**config.mk**
```make
export PLATFORM = sky130hd
export DESIGN_NAME = tnd_ram
export DESIGN_NICKNAME = d
export VERILOG_FILES = /design/src/hw/rtl/tnd_ram.sv
export SDC_FILE = /design/constraint.sdc
export NUM_CORES = 1
export LEC_CHECK = 0
export BUFFER_PORTS_ARGS = -buffer_cell sky130_fd_sc_hd__buf_2
export CAP_MARGIN = 0
export CORE_AREA = 4 4 112 114
export CTS_BUF_LIST = sky130_fd_sc_hd__clkbuf_4 sky130_fd_sc_hd__clkbuf_8 sky130_fd_sc_hd__clkbuf_16
export DETAILED_ROUTE_END_ITERATION = 10
export DIE_AREA = 0 0 116 118
export PLACE_DENSITY = 0.6
export SLEW_MARGIN = 20
export SYNTH_ARGS = -nofsm -noshare
export SYNTH_HDL_FRONTEND = slang
export SYNTH_SLANG_ARGS = --single-unit
```
**constraint.sdc**
```tcl
create_clock -name clk -period 3.8 [get_ports clk]
set_input_delay 0.57 -clock clk [delete_from_list [all_inputs] [get_ports clk]]
set_output_delay 0.57 -clock clk [all_outputs]
set_load 0.01 [all_outputs]
```
**src/hw/rtl/tnd_ram.sv**
```systemverilog
`timescale 1ns / 1ps
module tnd_ram #(
    parameter int WIDTH = 8,
    parameter int DEPTH = 16
) (
    input  logic                     clk,
    input  logic                     we,
    input  logic [$clog2(DEPTH)-1:0] waddr,
    input  logic [WIDTH-1:0]         wdata,
    input  logic [$clog2(DEPTH)-1:0] raddr,
    output logic [WIDTH-1:0]         rdata
);
    logic [WIDTH-1:0] mem [DEPTH];

    always_ff @(posedge clk)
    begin
        if (we)
        begin
            mem[waddr] <= wdata;
        end
        rdata <= mem[raddr];
    end
endmodule

```
==> impl_metrics.ini, run 1 <==
[synth]
avgSynthCellArea_sq_um = 22.48
syn_inst = 229
synth_nets = 247
yosysUniqueCellTypes = 19
seq_area_frac_synth = 0.7778
synth_area_sq_um = 5147
ys_seq_elements = 136
yosysWarningCount = 0

[sta]
fin_skew_ns = 0.004108
worst_slew_pin_slew_ns = 0.9822
clock.fmax_mhz = 487.3
postLayoutSetupSlackWorst_ns = 1.748
slew-limit-headroom = 0.3428
setup_viol = 0
slew_violations = 0
setup_tns_ns = 0
rsz0062_at_grt = false
finalCriticalPeriod_ns = 2.052
finalHoldViolCount = 0
finalCritPeriodShare = 0.5401

[drt]
vias_per_cell = 5.585
drt-total-wl_um = 9701
antenna_left = 0
dr.pass1.iters = 4
first_iter_violations = 223
drc_errors = 0
num_vias = 2368
wl_per_cell_um = 22.88

[global_route]
grt_max_degree = 33
busiest_layer = met2
grt_pass1_wl_um = 14940
grt_usage = 0.1551
use_met2 = 0.2295
grt_pass1_vias = 2402
antenna_found_initial = 0
grt-ovfl-total = 0
gr-usage-met3 = 0.04062
met1_usage = 0.2179

[setup_path]
r2r_cells = 3
max_stage_delay_ns = 0.60
reg2reg_slack_ns = 2.43
worstSetupEndpointType = register
slowest_stage = mux4_1
arrival_ns = 2.34
critical_path_class = in2reg
timing.rr.end = rdata[1]$_DFF_P_
crit_required_ns = 4.09
crit_buf_inv = 2
path_cells = buf_2, buf_4, mux4_1, a22oi_1, nand2_1
cp_max_fo = 22
r2r_start = mem[0][1]$_DFFE_PP_
startpoint_type = input port
critPathTopFamily = buffers and inverters

[floorplanning]
core_area_sq_um = 11420
die_w_um = 116
ios = 26
start_util = 0.4508
dieArea_sq_um = 13690
num_rows = 39
die_y_um = 118

[pwr]
power_frac_comb = 0.042
p_clk_frac = 0.491
internal-power_uw = 2906
vdd_drop_max_v = 0.0002901
switching_power_uw = 702.3
swShare = 0.1946
p_leak_uw = 0.002036
powerDensity_nw_per_um2 = 596.3
p_seq_frac = 0.467

[place]
gp_congestion = 0.7397
dpl.hpwl_um = 5945
pre_cts_ws_ns = 1.293
place_area_sq_um = 5403
io_buffers = 25
place_inst = 392

[cells_and_area]
syn_to_final_growth_pct = 17.57
fin_area_sq_um = 6052
final_cell_mix = edfxtp_1, buf_2, mux4_2, clkbuf_16, a22oi_1
diodes = 0
final_common_cell = edfxtp_1
drive_above_1_share = 0.2847
final-instance-count-excl-fill = 424
fin_nets = 286

[min_path]
hp-start = wdata[3]
hold_end = mem[10][3]$_DFFE_PP_
hold_class = in2reg
whs_path_depth = 1

[clock_tree]
cts_hold_buf = 0
post_cts_buffers = 0
htree_levels = 4
worstSkewPairLatency_ns = 0.41
cts_num_sinks = 136
cts_buffer_depth = 2
cts_tree = done
clk_pin_slew_ns = 0.06
post_cts_resized = 0
clockRootBuffer = clkbuf_16
cts_made_buffers = 17

[status]
status = completed

[run]
cap_violations = 0
-- metrics by stage --
| stage | total power, uW | util | hold WS, ns |
|---|---|---|---|
| floorplan | 1805 | - | 0.6293 |
| global placement | 1867 | 0.4732 | 0.6509 |
| detailed placement | 1871 | 0.4732 | 0.6666 |
| CTS | 3641 | 0.5300 | 0.5380 |
| global route | 3731 | 0.5300 | 0.5451 |
| finish | 3609 | 0.5300 | 0.5516 |
-- flip-flops by register name (all words and copies together), names as in the netlist --
register	flops
mem	128
rdata	8
-- area by class of cell --
type	count	area, sq um
Multi-Input combinational cell	83	1057
Tap cell	143	178.9
Clock inverter	15	224.0
Timing Repair Buffer	30	162.7
Clock buffer	17	425.4
Fill cell	899	5366
Sequential cell	136	4004
-- cells by family after synthesis --
kind of cell	after synthesis	share of synthesized area
AO/OA/AOI/OAI	16	0.02334
AND/OR/NAND/NOR	35	0.03184
flip-flops	136	0.7778
buffers and inverters	10	0.01677
multiplexers	32	0.1502
-- cell usage after synthesis --
cell               n  area share
nor3_1             4      0.0039
clkdlybuf4s25_2    3      0.0058
mux4_2            18       0.079
nor2b_1            1      0.0012
buf_2              3      0.0029
nand3_1            1     0.00097
a22oi_1           16       0.023
mux4_1            14       0.071
and2b_1            1      0.0015
and2_1             1      0.0012
nand2_1            9      0.0066
nor2_1            13      0.0095
nand2b_1           2      0.0024
buf_4              1      0.0015
dfxtp_1            8       0.031
edfxtp_1         128        0.75
or3b_2             1      0.0017
buf_6              3      0.0066
nand3b_1           2      0.0029
-- worst reg2reg max path: stages, from the launching register on --
cell	delay, ns
edfxtp_1	0.38
mux4_1	0.49
a22oi_1	0.30
nand2_1	0.09
-- metal layers --
layer / up-vias / wire [um]
met5: - / 0
met4: 0 / 156
met3: 15 / 534
met2: 66 / 4729
met1: 1229 / 4281
li1: 1058 / -
-- worst max-delay path by stage --
stage,cells after the start,to,start
finish,5,rdata[1]$_DFF_P_,raddr[0]
global route,5,rdata[1]$_DFF_P_,raddr[0]
CTS,5,rdata[1]$_DFF_P_,raddr[0]
detailed placement,5,rdata[1]$_DFF_P_,raddr[0]
global placement,5,rdata[1]$_DFF_P_,raddr[0]
floorplan,2,mem[0][0]$_DFFE_PP_,waddr[2]
-- power by group through the flow --
stage / combinational [uW] / clock [uW] / sequential [uW]
floorplan: 85.1 / 0 / 1720
global placement: 150 / 0 / 1720
detailed placement: 152 / 0 / 1720
CTS: 153 / 1800 / 1690
global route: 163 / 1880 / 1690
finish: 150 / 1770 / 1690
Power figures use the tool's default switching activity.
==> run 2: changes to the inputs <==
--- a/config.mk
+++ b/config.mk
@@ -5,13 +5,14 @@
 export SDC_FILE = /design/constraint.sdc
 export NUM_CORES = 1
 export LEC_CHECK = 0
+export ABC_AREA = 1
 export BUFFER_PORTS_ARGS = -buffer_cell sky130_fd_sc_hd__buf_2
 export CAP_MARGIN = 0
-export CORE_AREA = 4 4 112 114
+export CORE_AREA = 4 4 119 121
 export CTS_BUF_LIST = sky130_fd_sc_hd__clkbuf_4 sky130_fd_sc_hd__clkbuf_8 sky130_fd_sc_hd__clkbuf_16
 export DETAILED_ROUTE_END_ITERATION = 10
-export DIE_AREA = 0 0 116 118
-export PLACE_DENSITY = 0.6
+export DIE_AREA = 0 0 123 125
+export PLACE_DENSITY = 0.59
 export SLEW_MARGIN = 20
 export SYNTH_ARGS = -nofsm -noshare
 export SYNTH_HDL_FRONTEND = slang
==> constraint.sdc (replaced) <==
create_clock -name clk -period 1.95 [get_ports clk]
set_input_delay 0.2925 -clock clk [delete_from_list [all_inputs] [get_ports clk]]
set_output_delay 0.2925 -clock clk [all_outputs]
set_load 0.01 [all_outputs]
==> impl_metrics.ini, run 2 <==
[setup_path]
endpoint = rdata[2]
critical_path_class = reg2out
reg2reg_slack_ns = 0.88
crit_required_ns = 1.66
r2r_cells = 6
worstSetupEndpointType = output pin
path_cells = buf_2
arrival_ns = 0.97
slowest_stage = dfxtp_1
max_stage_delay_ns = 0.39
cp.depth = 1
critPathTopFamily = flip-flops
worstSetupStartpoint = rdata[2]$_DFF_P_
r2r_start = mem[1][7]$_DFFE_PP_
cp_max_fo = 1
timing.rr.end = rdata[7]$_DFF_P_
crit_buf_inv = 1
startpoint_type = register

[sta]
worst_slew_pin_slew_ns = 0.6394
fin_skew_ns = 0.005392
finalCriticalPeriod_ns = 1.266
finalHoldViolCount = 0
clock.fmax_mhz = 789.7
fin_hold_ws_ns = 0.2378
setup_tns_ns = 0
finalCritPeriodShare = 0.6494
rsz0062_at_grt = false
slew-limit-headroom = 0.5722
slew_violations = 0
setup_viol = 0

[floorplanning]
ios = 26
num_rows = 42
die_w_um = 123
core_area_sq_um = 13090
die_y_um = 125
start_util = 0.4407
dieArea_sq_um = 15380

[global_route]
grt_pass1_vias = 3570
gr-usage-met3 = 0.04878
grt-ovfl-total = 0
antenna_found_initial = 0
met1_usage = 0.2496
grt_usage = 0.1800
grt_pass1_wl_um = 20230
busiest_layer = met2
use_met2 = 0.2679
grt_max_degree = 34

[clock_tree]
cts_made_buffers = 17
cts_buffer_depth = 2
clk_pin_slew_ns = 0.05
htree_levels = 4
cts_hold_buf = 0
cts_tree = done
worstSkewPairLatency_ns = 0.42
post_cts_buffers = 0
cts_num_sinks = 136
post_cts_resized = 0
clockRootBuffer = clkbuf_16

[cells_and_area]
final-instance-count-excl-fill = 779
reg_top3 = mem: 128 flops, rdata: 8 flops
syn_to_final_growth_pct = 15.58
final_cell_mix = nand2_1, edfxtp_1, inv_1, nand3_1, buf_2
largest-register = mem
fin_nets = 609
final_common_cell = nand2_1
drive_above_1_share = 0.1211
largest_reg_flops = 128
diodes = 0

[synth]
synthTopCellsByArea = edfxtp_1, nand2_1, nand3_1, inv_1, dfxtp_1
synth-edff-count = 128
yosys.area.top_type_share = 0.6665
synth_top_flop_cell = edfxtp_1
synth_top_family_by_area = simple AND/OR/NAND/NOR gates
yosysWarningCount = 0
yosysUniqueCellTypes = 12
synth-xor-area-share = 0
yosysTopAreaCell = edfxtp_1
synthMostInstantiatedCell = nand2_1
muxShareOfSynthArea = 0
ys_seq_elements = 136
synth-simple-area-share = 0.2105
avgSynthCellArea_sq_um = 10.47
synth_nets = 569
syn_inst = 551
synth_compound_area_frac = 0
seq_area_frac_synth = 0.6943
netlist_top_cells_count = nand2_1, edfxtp_1, inv_1, nand3_1, nor2_1
synth_adder_area_share = 0
async_flop_share = 0
synth_area_sq_um = 5767

[pwr]
internal-power_uw = 5362
power_frac_comb = 0.058
p_leak_uw = 0.002899
switching_power_uw = 1429
powerDensity_nw_per_um2 = 1019
vdd_drop_max_v = 0.0005656
p_seq_frac = 0.485
total_power_uw = 6791
swShare = 0.2104
p_clk_frac = 0.457

[drt]
vias_per_cell = 4.823
antenna_left = 0
drt-total-wl_um = 12940
drc_errors = 0
wl_per_cell_um = 16.61
first_iter_violations = 329
dr.pass1.iters = 4
num_vias = 3757

[place]
io_buffers = 25
gp_congestion = 0.8336
place_inst = 748
dpl.hpwl_um = 8002

[run]
cap_violations = 0

[status]
status = completed

[min_path]
hold_class = in2reg
## run 2: cell type report
class | instances | area (sq um)
clock inverters | 13 | 136.4
flip-flops and latches | 136 | 4004
clock buffers | 18 | 432.9
fillers | 1188 | 6420
repair buffers | 45 | 275.3
multi-input cells | 289 | 1214
inverters | 102 | 382.9
well taps | 176 | 220.2
## run 2: cells by family (layout without fill, tap and decap cells)
family | after synthesis | after routing
simple gates | 289 | 289
buf+inv | 126 | 178
flops | 136 | 136
## run 2: power groups by stage
stage          clock network, uW  registers (uW)  logic (uW)
2_1_floorplan                  0            3350         231
3_3_place_gp                   0            3350         396
3_5_place_dp                   0            3350         403
4_1_cts                     3150            3290         404
5_1_grt                     3310            3290         447
6_report                    3100            3290         396
## run 2: worst min-delay path by stage
stage,slack (ns),start,end,cells after the start
after global placement,0.64,mem[12][2]$_DFFE_PP_,rdata[2]$_DFF_P_,6
after CTS,0.22,raddr[3],rdata[3]$_DFF_P_,3
after detailed placement,0.66,mem[12][2]$_DFFE_PP_,rdata[2]$_DFF_P_,6
after global routing,0.24,raddr[3],rdata[1]$_DFF_P_,3
after floorplan,0.39,wdata[0],mem[0][0]$_DFFE_PP_,0
final,0.24,raddr[3],rdata[7]$_DFF_P_,3
## run 2: layer usage
layer,up-vias,wire length (um)
met5,-,0
met4,0,203
met3,13,800
met2,113,6268
met1,1782,5666
li1,1849,-
## run 2: per-stage QoR
stage,instance area (sq um),worst slack [ns],util
2_1_floorplan,5767,0.7067,-
3_3_place_gp,6096,0.4541,0.4659
3_5_place_dp,6096,0.4174,0.4659
4_1_cts,6665,0.6723,0.5094
5_1_grt,6665,0.6833,0.5094
6_report,6665,0.6837,0.5094
## run 2: worst min-delay path, delay by kind of cell
kind | cells | cell delay, ns
and+or+nand+nor | 2 | 0.15
buffers and inverters | 1 | 0.17
